### src/rtl/dbr_pkg.sv
// shared types and constants for the dual button debounce block
// no dependencies
package dbr_pkg;

    localparam int TIME_W = 32;
    localparam int CFG_IDX_W = 1;
    localparam int CFG_DATA_W = 32;

    localparam logic [CFG_IDX_W-1:0] CFG_SHORT_WINDOW = 1'b0;
    localparam logic [CFG_IDX_W-1:0] CFG_REPEAT_INTERVAL = 1'b1;

    localparam logic [TIME_W-1:0] SHORT_WINDOW_RST = 32'd20000;
    localparam logic [TIME_W-1:0] REPEAT_INTERVAL_RST = 32'd500000;

    typedef enum logic [1:0] {
        PH_LONG_OFF  = 2'd0,
        PH_SHORT_ON  = 2'd1,
        PH_LONG_ON   = 2'd2,
        PH_SHORT_OFF = 2'd3
    } phase_t;

    typedef struct packed {
        phase_t              phase;
        logic [TIME_W-1:0]   deadline;
    } lane_state_t;

    typedef struct packed {
        lane_state_t st;
        logic        click;
    } lane_res_t;

endpackage

### src/rtl/dbr_if.sv
// valid/ready channel interfaces for sample input and click output
// depends on dbr_pkg
interface dbr_in_if;
    logic                      valid;
    logic                      ready;
    logic                      left_level;
    logic                      right_level;
    logic [dbr_pkg::TIME_W-1:0] now_us;

    modport source (output valid, output left_level, output right_level, output now_us,
                    input ready);
    modport sink (input valid, input left_level, input right_level, input now_us,
                  output ready);
endinterface

interface dbr_out_if;
    logic valid;
    logic ready;
    logic left_click;
    logic right_click;

    modport source (output valid, output left_click, output right_click, input ready);
    modport sink (input valid, input left_click, input right_click, output ready);
endinterface

### src/rtl/dual_button_debounce_repeat.sv
// Dual button debounce with auto-repeat. Each accepted sample (two active-low
// pin levels and a microsecond timestamp) yields one result transaction with a
// click flag per button, registered at acceptance. A new sample is taken every
// cycle as long as the output register is empty or being drained; the per-button
// deadline compare and add plus the chord merge are combinational logic.
// Configuration: index 0 sets the debounce window, index 1 the repeat interval.
// Depends on dbr_pkg, dbr_if, dbr_lane and dbr_merge.
module dual_button_debounce_repeat (
    input  logic                             clk,
    input  logic                             rst_n,
    dbr_in_if.sink                           in_ch,
    dbr_out_if.source                        out_ch,
    input  logic                             cfg_we,
    input  logic [dbr_pkg::CFG_IDX_W-1:0]    cfg_index,
    input  logic [dbr_pkg::CFG_DATA_W-1:0]   cfg_data
);

    logic [dbr_pkg::TIME_W-1:0] short_window_reg;
    logic [dbr_pkg::TIME_W-1:0] repeat_interval_reg;
    dbr_pkg::lane_state_t left_reg;
    dbr_pkg::lane_state_t right_reg;
    logic out_valid_reg;
    logic left_click_reg;
    logic right_click_reg;

    dbr_pkg::lane_res_t left_lane;
    dbr_pkg::lane_res_t right_lane;
    dbr_pkg::lane_res_t left_next;
    dbr_pkg::lane_res_t right_next;
    logic accept;

    assign in_ch.ready = !out_valid_reg || out_ch.ready;
    assign accept      = in_ch.valid && in_ch.ready;

    dbr_lane u_left (
        .cur             (left_reg),
        .pressed         (!in_ch.left_level),
        .now_us          (in_ch.now_us),
        .short_window    (short_window_reg),
        .repeat_interval (repeat_interval_reg),
        .res             (left_lane)
    );

    dbr_lane u_right (
        .cur             (right_reg),
        .pressed         (!in_ch.right_level),
        .now_us          (in_ch.now_us),
        .short_window    (short_window_reg),
        .repeat_interval (repeat_interval_reg),
        .res             (right_lane)
    );

    dbr_merge u_merge (
        .left_in   (left_lane),
        .right_in  (right_lane),
        .left_out  (left_next),
        .right_out (right_next)
    );

    // configuration registers
    always_ff @(posedge clk or negedge rst_n)
    begin
        if (!rst_n)
        begin
            short_window_reg    <= dbr_pkg::SHORT_WINDOW_RST;
            repeat_interval_reg <= dbr_pkg::REPEAT_INTERVAL_RST;
        end
        else if (cfg_we)
        begin
            unique case (cfg_index)
                dbr_pkg::CFG_SHORT_WINDOW:    short_window_reg    <= cfg_data;
                dbr_pkg::CFG_REPEAT_INTERVAL: repeat_interval_reg <= cfg_data;
                default:                      short_window_reg    <= short_window_reg;
            endcase
        end
    end

    // lane state
    always_ff @(posedge clk or negedge rst_n)
    begin
        if (!rst_n)
        begin
            left_reg  <= '{phase: dbr_pkg::PH_LONG_OFF, deadline: '0};
            right_reg <= '{phase: dbr_pkg::PH_LONG_OFF, deadline: '0};
        end
        else if (accept)
        begin
            left_reg  <= left_next.st;
            right_reg <= right_next.st;
        end
    end

    // output register
    always_ff @(posedge clk or negedge rst_n)
    begin
        if (!rst_n)
        begin
            out_valid_reg <= 1'b0;
        end
        else if (in_ch.ready)
        begin
            out_valid_reg <= in_ch.valid;
        end
    end

    always_ff @(posedge clk)
    begin
        if (accept)
        begin
            left_click_reg  <= left_next.click;
            right_click_reg <= right_next.click;
        end
    end

    assign out_ch.valid       = out_valid_reg;
    assign out_ch.left_click  = left_click_reg;
    assign out_ch.right_click = right_click_reg;

endmodule

### src/rtl/dbr_lane.sv
// one button lane: phase and deadline update for a single sample
// depends on dbr_pkg
module dbr_lane (
    input  dbr_pkg::lane_state_t        cur,
    input  logic                        pressed,
    input  logic [dbr_pkg::TIME_W-1:0]  now_us,
    input  logic [dbr_pkg::TIME_W-1:0]  short_window,
    input  logic [dbr_pkg::TIME_W-1:0]  repeat_interval,
    output dbr_pkg::lane_res_t          res
);

    logic expired;
    logic [dbr_pkg::TIME_W-1:0] short_dl;
    logic [dbr_pkg::TIME_W-1:0] repeat_dl;

    assign expired   = cur.deadline < now_us;
    assign short_dl  = now_us + short_window;
    assign repeat_dl = now_us + repeat_interval;

    always_comb
    begin
        res.st    = cur;
        res.click = 1'b0;
        unique case (cur.phase)
            dbr_pkg::PH_LONG_OFF:
            begin
                if (pressed)
                begin
                    res.st.phase    = dbr_pkg::PH_SHORT_ON;
                    res.st.deadline = short_dl;
                end
            end
            dbr_pkg::PH_SHORT_ON:
            begin
                if (expired)
                begin
                    res.click       = 1'b1;
                    res.st.phase    = dbr_pkg::PH_LONG_ON;
                    res.st.deadline = repeat_dl;
                end
            end
            dbr_pkg::PH_LONG_ON:
            begin
                if (!pressed)
                begin
                    res.st.phase    = dbr_pkg::PH_SHORT_OFF;
                    res.st.deadline = short_dl;
                end
                else if (expired)
                begin
                    res.click       = 1'b1;
                    res.st.deadline = repeat_dl;
                end
            end
            dbr_pkg::PH_SHORT_OFF:
            begin
                if (expired)
                begin
                    res.st.phase = dbr_pkg::PH_LONG_OFF;
                end
            end
            default:
            begin
                res.st = cur;
            end
        endcase
    end

endmodule

### src/rtl/dbr_merge.sv
// chord merge of the two lane results, left checked before right
// depends on dbr_pkg
module dbr_merge (
    input  dbr_pkg::lane_res_t left_in,
    input  dbr_pkg::lane_res_t right_in,
    output dbr_pkg::lane_res_t left_out,
    output dbr_pkg::lane_res_t right_out
);

    dbr_pkg::lane_res_t right_mid;

    always_comb
    begin
        right_mid = right_in;
        if (left_in.click && right_in.st.phase == dbr_pkg::PH_SHORT_ON)
        begin
            right_mid.st    = left_in.st;
            right_mid.click = 1'b1;
        end

        left_out = left_in;
        if (right_mid.click && left_in.st.phase == dbr_pkg::PH_SHORT_ON)
        begin
            left_out.st    = right_mid.st;
            left_out.click = 1'b1;
        end
        right_out = right_mid;
    end

endmodule

### src/flat_wrapper.sv
// flat-port wrapper written by rule: the top's interface ports become plain ports
module dual_button_debounce_repeat_flat 
  (clk, rst_n, cfg_we, cfg_index, cfg_data, in_ch_valid, in_ch_left_level, in_ch_right_level, in_ch_now_us, in_ch_ready, out_ch_valid, out_ch_left_click, out_ch_right_click, out_ch_ready);
  dbr_in_if in_ch_i ();
  dbr_out_if out_ch_i ();
  input  logic clk;
  input  logic rst_n;
  input  logic cfg_we;
  input  logic [dbr_pkg::CFG_IDX_W-1:0] cfg_index;
  input  logic [dbr_pkg::CFG_DATA_W-1:0] cfg_data;
  input wire logic [$bits(in_ch_i.valid)-1:0] in_ch_valid;
  input wire logic [$bits(in_ch_i.left_level)-1:0] in_ch_left_level;
  input wire logic [$bits(in_ch_i.right_level)-1:0] in_ch_right_level;
  input wire logic [$bits(in_ch_i.now_us)-1:0] in_ch_now_us;
  output wire logic [$bits(in_ch_i.ready)-1:0] in_ch_ready;
  output wire logic [$bits(out_ch_i.valid)-1:0] out_ch_valid;
  output wire logic [$bits(out_ch_i.left_click)-1:0] out_ch_left_click;
  output wire logic [$bits(out_ch_i.right_click)-1:0] out_ch_right_click;
  input wire logic [$bits(out_ch_i.ready)-1:0] out_ch_ready;
  assign in_ch_i.valid = in_ch_valid;
  assign in_ch_i.left_level = in_ch_left_level;
  assign in_ch_i.right_level = in_ch_right_level;
  assign in_ch_i.now_us = in_ch_now_us;
  assign in_ch_ready = in_ch_i.ready;
  assign out_ch_valid = out_ch_i.valid;
  assign out_ch_left_click = out_ch_i.left_click;
  assign out_ch_right_click = out_ch_i.right_click;
  assign out_ch_i.ready = out_ch_ready;
  dual_button_debounce_repeat u_core (.clk(clk), .rst_n(rst_n), .in_ch(in_ch_i), .out_ch(out_ch_i), .cfg_we(cfg_we), .cfg_index(cfg_index), .cfg_data(cfg_data));
endmodule
### config.mk
export PLATFORM = sky130hd
export DESIGN_NAME = dual_button_debounce_repeat_flat
export DESIGN_NICKNAME = d
export VERILOG_FILES = /design/src/rtl/dbr_pkg.sv /design/src/rtl/dbr_if.sv /design/src/rtl/dual_button_debounce_repeat.sv /design/src/rtl/dbr_lane.sv /design/src/rtl/dbr_merge.sv /design/src/flat_wrapper.sv
export SDC_FILE = /design/constraint.sdc
export NUM_CORES = 1
export LEC_CHECK = 0
export ABC_AREA = 1
export BUFFER_PORTS_ARGS = -buffer_cell sky130_fd_sc_hd__buf_2
export CAP_MARGIN = 10
export CORE_ASPECT_RATIO = 0.75
export CORE_MARGIN = 2
export CORE_UTILIZATION = 45
export DETAILED_ROUTE_END_ITERATION = 8
export HOLD_SLACK_MARGIN = 0.03
export PLACE_DENSITY = 0.59
export SYNTH_ARGS = -nofsm -noshare
export SYNTH_HDL_FRONTEND = slang
export SYNTH_SLANG_ARGS = --single-unit
### constraint.sdc
create_clock -name clk -period 3.8 [get_ports clk]
set_clock_uncertainty 0.15 [all_clocks]
set_input_delay 0.38 -clock clk [delete_from_list [all_inputs] [get_ports clk]]
set_output_delay 0.38 -clock clk [all_outputs]
set_load 0.1 [all_outputs]
==> metrics.md, run 1 <==
| Metric | Value |
|---|---|
| H-tree depth | 4 |
| Hold Path End | u_core.repeat_interval_reg[21] |
| Peak Freq | 287 MHz |
| Count of final setup violators | 0 |
| Layout Nets | approximately 2,800 |
| Initial antenna violation count | 0 |
| Post-synth EDFFs | 2 |
| Fin worst setup slack | 0.311 ns |
| Port-buffer cells | 75 |
| WP data arrival | 3.73 ns |
| Total number of vias | ~17,000 |
| CP delay by family, top | simple AND/OR/NAND/NOR gates |
| Post-synth net total | 2,730 |
| Worst-path maximum fanout | 9 |
| RSZ-0062 raised after global routing | false |
| CP max stage cell | dfrtp_1 |
| Most common cell after layout, fill and taps aside | nand2_1 |
| Global-route wire length before repair | 92,900 um |
| DP Wirelength | 45,700 um |
| Synth Flop Type | dfrtp_1 |
| DRC | 0 |
| Cell Int Power | 5.46 mW |
| Cell row count | 57 |
| Worst slack, placed | 0.120 ns |
| Mapped Area | between 10,000 and 15,000 um2 |
| Initial DRC count | between 1,500 and 2,000 |
| Seq/Total Area, Yosys | 22.8% |
| Ys Warns | 0 |
| Total Routing Usage GR | 35.3% |
| Core Area | 32,500 um2 |
| Crit. End Element | flop |
| Initial Util | 45.8% |
| CP most frequent cell | nand2_1 |
| Crit Path Class | reg -> reg |
| WL/cell | 19.8 um |
| ANT cells | 0 |
| Placed Area | 15,900 um2 |
| CP peak stage delay | between 0.4 and 0.5 ns |
| Postcts setup bufs | 0 |
| Asr flop ratio synth | 98.5% |
| Worst-margin pin slew | 1.08 ns |
| CTS Buffer Depth | 2 |
| CTS tree | done |
| Vias in the first global route | roughly 16,000 |
| Biggest area consumer among synthesized cells | nand2_1 |
| Clk sinks | approximately 140 |
| R2R Setup Slk | 0.31 ns |
| Pwr Total | around 12 mW |
| Cell count of the worst hold path | 3 |
| Yosys cell types | between 40 and 50 |
| Worst r2r dst | u_core.left_reg[15] |
| Syn Inst Count | 2,524 |
| RePlAce Congestion | roughly 1 |
| Min-delay src | cfg_data[21] |
| Total CTS buffers | 17 |
| Post-route minimum period | approximately 3.5 ns |
| Skew-Pair Late Insertion Delay | 0.46 ns |
| Switch share | 55.1% |
| Dominant cells by area after synthesis | nand2_1 24%, dfrtp_1 20%, ha_1 11% |
| R2r startpoint | u_core.left_reg[30] |
| Root buffer cell | clkbuf_16 |
| VDD IR-drop max | 476 uV |
| Routed WL | 60,400 um |
| Final period util | 91.8% |
| Number of routed nets with antenna violations | 0 |
| Largest net degree at the start of global routing | 79 |
| Cell leakage power | between 9 and 10 nW |
| Max-slew headroom | 27.6% |
| Net Sw Power | 6.69 mW |
| Final Hold Fails | 0 |
| P&R area growth vs syn | 11.5% |
| Min-delay worst type | in -> reg |
| Final Max Slew Viols | 0 |
| Share of cells above drive strength 1 | approximately 7.4% |
| Congestion Overflow GR | 0 |
| Design Area, Final | 16,600 um2 |
| Pwr Density | ~730 nW/um2 |
| Path depth of the worst reg2reg path | 18 |
| Die area | 34,600 um2 |
| Final TNS setup | 0 ns |
| Top-area cell type share of the netlist area | 24.4% |
| Crit-path cells | ha_1 -> nand2_1 -> nor2_1 -> nand2_1 -> nor4_2 -> nand2_1 -> nand2_2 -> buf_4 -> clkinv_1 -> nand2_1 -> nand3_1 -> nand2_1 -> o21ai_0 -> nand3_1 -> nand2_1 -> nand2_1 -> nand3_1 -> nand2_1 |
| Syn_area_per_cell | 5.91 um2 |
| WP data required | 4.04 ns |
| DRT Pass-1 Iters | 6 |
| Max Cap Violations | 0 |
| Seq pwr share | 20.0% |
| Crit path buf inv count | 2 |
| Die H | 162 um |
| Yosys reg bits | 135 |
| Worst setup SP type | flop |
| Clock network fraction of total power | 14.6% |
| IO Count | 76 |
| Vias per std cell | ~5.6 |
| Most frequent cells in the layout | 966 x nand2_1, 334 x inv_1, 232 x nand3_1 |
| Fin util | 51.1% |
| Outcome | completed |
| Gate power share | roughly 65% |
| CTS clk-pin slew, worst paths | 0.07 ns |
| Die Width | 214 um |
==> worst max path at each step <==
| stage | startpoint | to | slack, ns | cells after the start |
|---|---|---|---|---|
| floorplan | u_core.out_ch.valid | u_core.right_reg[29] | 0.77 | 5 |
| global placement | in_ch_now_us[25] | u_core.left_reg[15] | 0.13 | 20 |
| detailed placement | in_ch_now_us[25] | u_core.left_reg[15] | 0.12 | 20 |
| CTS | u_core.left_reg[30] | u_core.left_reg[15] | 0.27 | 18 |
| global route | u_core.short_window_reg[0] | u_core.left_reg[26] | 0.08 | 21 |
| finish | u_core.left_reg[30] | u_core.left_reg[15] | 0.31 | 18 |
==> logic make-up after synthesis <==
group | share of synthesized area, %
buf+inv | 11.0
simple gates | 40.0
fa+ha+maj | 11.3
flops | 22.8
xor+xnor | 1.23
compound gates | 13.6
==> what timing repair did <==
item	in CTS	in global routing
gates resized for setup	0	2
setup endpoints to repair	0	8
hold buffers	14	0
hold endpoints to repair	94	0
==> power groups by stage <==
stage | Sequential, mW | Clock, mW | Combinational (mW)
detailed placement | 2.43 | 0 | 7.69
global placement | 2.43 | 0 | 7.57
CTS | 2.41 | 1.79 | 7.75
finish | 2.43 | 1.78 | 7.94
global route | 2.48 | 1.85 | 8.88
floorplan | 2.27 | 0 | 5.37
==> worst register-to-register path, delay by kind of cell, from the launching register on <==
family | cells | cell delay (ns)
buf+inv | 2 | 0.60
flops | 1 | 0.43
fa+ha+maj | 1 | 0.30
simple gates | 14 | 1.85
compound gates | 1 | 0.09
==> layer usage <==
metal	global-route usage (%)	share of wire, %	vias up
met3	6.27	9.9	123
li1	-	-	8257
met2	51.1	40	873
met5	0	0	-
met1	50.8	46	7794
met4	16.4	4.6	0
==> stage by stage <==
step / hold WS, ns / std cells
2_1_floorplan: -0.0656 / 2524
3_3_place_gp: 0.322 / 3002
3_5_place_dp: 0.332 / 3002
4_1_cts: 0.0308 / 3048
5_1_grt: 0.0506 / 3048
6_report: 0.0369 / 3048
==> cell type report <==
class / count / area, um2
repair buffers: 137 / 907
flip-flops and latches: 135 / 3400
well taps: 442 / 553
clock inverters: 13 / 145
inverters: 341 / 1280
multi-input cells: 1961 / 9880
clock buffers: 19 / 454
fillers: 3469 / 15900
==> cell usage after synthesis, types with 4 or more instances <==
cell / n
nor3_1: 16
buf_1: 4
o21ai_0: 197
dfrtp_1: 121
buf_2: 14
ha_1: 132
xor2_1: 9
nand4_1: 42
nand2_1: 969
o21bai_1: 10
o221ai_1: 5
dfstp_2: 12
o211ai_1: 11
or2_2: 7
inv_1: 334
a211oi_1: 4
a21o_1: 7
nand3_1: 232
nand3b_1: 24
nor4_1: 4
a21oi_1: 111
buf_4: 4
clkbuf_1: 65
nor2_1: 134
clkinv_1: 4
o21a_1: 5
xnor2_1: 12
Power figures use the tool's default switching activity.
==> inputs of run 2 (changes only) <==
--- a/config.mk
+++ b/config.mk
@@ -14,6 +14,7 @@
 export DETAILED_ROUTE_END_ITERATION = 8
 export HOLD_SLACK_MARGIN = 0.03
 export PLACE_DENSITY = 0.59
+export RECOVER_POWER = 25
 export SYNTH_ARGS = -nofsm -noshare
 export SYNTH_HDL_FRONTEND = slang
 export SYNTH_SLANG_ARGS = --single-unit
==> metrics.md, run 2 (same netlist as run 1, synthesis figures left out) <==
| Metric | Value |
|---|---|
| Outcome | complete, but fails checks |
| Failing checks | max-capacitance violations, max-slew violations |
| ANT cells | 0 |
| Die H | 162 um |
| Most common cell after layout, fill and taps aside | nand2_1 |
| WP data arrival | around 3.7 ns |
| Path depth of the worst reg2reg path | 18 |
| Port-buffer cells | 75 |
| Clk sinks | 135 |
| DP Wirelength | 45,700 um |
| Crit. End Element | flop |
| RSZ-0062 raised after global routing | false |
| Skew-Pair Late Insertion Delay | 0.46 ns |
| Vias in the first global route | roughly 16,000 |
| Global-route wire length before repair | 92,900 um |
| RePlAce Congestion | 0.994 |
| Total Routing Usage GR | 35.3% |
| Max Cap Violations | 2 |
| Pwr Total | 12.2 mW |
| Clock network fraction of total power | 14.6% |
| Initial Util | 45.8% |
| Crit-path cells | ha_1 -> nand2_1 -> nor2_1 -> nand2_1 -> nor4_2 -> nand2_1 -> nand2_2 -> buf_4 -> clkinv_1 -> nand2_1 -> nand3_1 -> nand2_1 -> o21ai_0 -> nand3_1 -> nand2_1 -> nand2_1 -> nand3_1 -> nand2_1 |
| Number of routed nets with antenna violations | 0 |
| DRC | 0 |
| Pwr Density | 731 nW/um2 |
| VDD IR-drop max | 480 uV |
| Switch share | 55.1% |
| CP peak stage delay | between 0.4 and 0.5 ns |
| Initial antenna violation count | 0 |
| Net Sw Power | about 6.7 mW |
| Min-delay worst type | in -> reg |
| Die area | 34,600 um2 |
| Worst r2r dst | u_core.left_reg[15] |
| Cell count of the worst hold path | 3 |
| Crit Path Class | reg -> reg |
| Min-delay src | cfg_data[21] |
| Peak Freq | 285 MHz |
| R2r startpoint | u_core.left_reg[30] |
| Worst-path maximum fanout | 9 |
| Largest net degree at the start of global routing | 79 |
| Core Area | around 33,000 um2 |
| CTS tree | done |
| Vias per std cell | approximately 5.6 |
| P&R area growth vs syn | 11.5% |
| Layout Nets | 2,799 |
| Gate power share | about two thirds |
| Max-slew headroom | -49.0% |
| Total CTS buffers | 17 |
| Root buffer cell | clkbuf_16 |
| Share of cells above drive strength 1 | between 7 and 8% |
| Cell Int Power | 5.46 mW |
| Worst setup SP type | flop |
| # fillers | 3,470 |
| R2R Setup Slk | 0.30 ns |
| IO Count | 76 |
| WP data required | 4.04 ns |
| Cell row count | 57 |
| Final period util | between 90 and 100% |
| WL/cell | 19.9 um |
| Most frequent cells in the layout | 967 x nand2_1, 334 x inv_1, 232 x nand3_1 |
| Die Width | 214 um |
| CP max stage cell | dfrtp_1 |
| Routed WL | 60,500 um |
| Crit path buf inv count | 2 |
| Final Hold Fails | 0 |
| Count of final setup violators | 0 |
| CP delay by family, top | simple AND/OR/NAND/NOR gates |
| Congestion Overflow GR | 0 |
| Total number of vias | 17,000 |
| Seq pwr share | 20.0% |
| DRT Pass-1 Iters | 6 |
| Cell leakage power | 9.21 nW |
| Initial DRC count | 1,866 |
| CTS clk-pin slew, worst paths | 0.07 ns |
| CTS Buffer Depth | 2 |
| H-tree depth | 4 |
| Worst-margin pin slew | between 2 and 2.5 ns |
| Hold Path End | u_core.repeat_interval_reg[21] |
| Post-route minimum period | 3.50 ns |
| CP most frequent cell | nand2_1 |
| Final TNS setup | 0 ns |
| Final Max Slew Viols | about 140 |
==> run 2: cell count changes in the layout (fill, tap and decap cells not counted) <==
| cell | previous run | this run |
|---|---|---|
| buf_6 | 1 | 0 |
| clkbuf_2 | 0 | 1 |
| nand2_1 | 966 | 967 |
| nand2_2 | 5 | 4 |
==> run 2: timing repair <==
item / CTS / global route
hold buffers: 14 / 0
setup endpoints to repair: 0 / 8
resized for setup: 0 / 2
setup buffers: 0 / 0
endpoints found under the hold margin: 94 / 0
==> run 2: stage by stage <==
stage          instance area [um2]  instances  hold WS (ns)  utilization, %  setup slack, ns
3_5_place_dp                 15900       3002         0.332            48.8            0.120
3_3_place_gp                 15900       3002         0.322            48.8            0.133
4_1_cts                      16600       3048        0.0308            51.1            0.271
6_report                     16600       3048        0.0355            51.1            0.297
5_1_grt                      16600       3048        0.0506            51.1           0.0821
2_1_floorplan                14900       2524       -0.0656               -            0.765
==> run 2: final cells by class <==
class / count / area [um2] / area share, %
Clock buffer: 19 / 454 / 2.73
Clock inverter: 13 / 145 / 0.873
Inverter: 341 / 1280 / 7.70
Multi-Input combinational cell: 1961 / 9880 / 59.5
Sequential cell: 135 / 3400 / 20.5
Tap cell: 442 / 553 / 3.33
Timing Repair Buffer: 137 / 901 / 5.42
==> run 2: tightest hold or removal path, stage by stage <==
cell     delay, ns
buf_2         0.09
inv_1         0.05
o21ai_0       0.07
==> run 2: worst max path at each step <==
| stage | start | end | cells after the start |
|---|---|---|---|
| floorplan | u_core.out_ch.valid | u_core.right_reg[29] | 5 |
| global placement | in_ch_now_us[25] | u_core.left_reg[15] | 20 |
| detailed placement | in_ch_now_us[25] | u_core.left_reg[15] | 20 |
| CTS | u_core.left_reg[30] | u_core.left_reg[15] | 18 |
| global route | u_core.short_window_reg[0] | u_core.left_reg[26] | 21 |
| finish | u_core.left_reg[30] | u_core.left_reg[15] | 18 |
==> run 2: layer usage <==
metal | wire, um | global-route usage, %
met4 | 2770 | 16.4
met3 | 5880 | 6.27
met5 | 0 | 0
met1 | 27800 | 50.8
met2 | 24100 | 51.1
==> run 2: power groups by stage <==
stage	Combinational [mW]	Sequential (mW)	Clock [mW]
global placement	7.57	2.43	0
CTS	7.75	2.41	1.79
global route	8.88	2.48	1.85
finish	7.95	2.43	1.78
floorplan	5.37	2.27	0
detailed placement	7.69	2.43	0
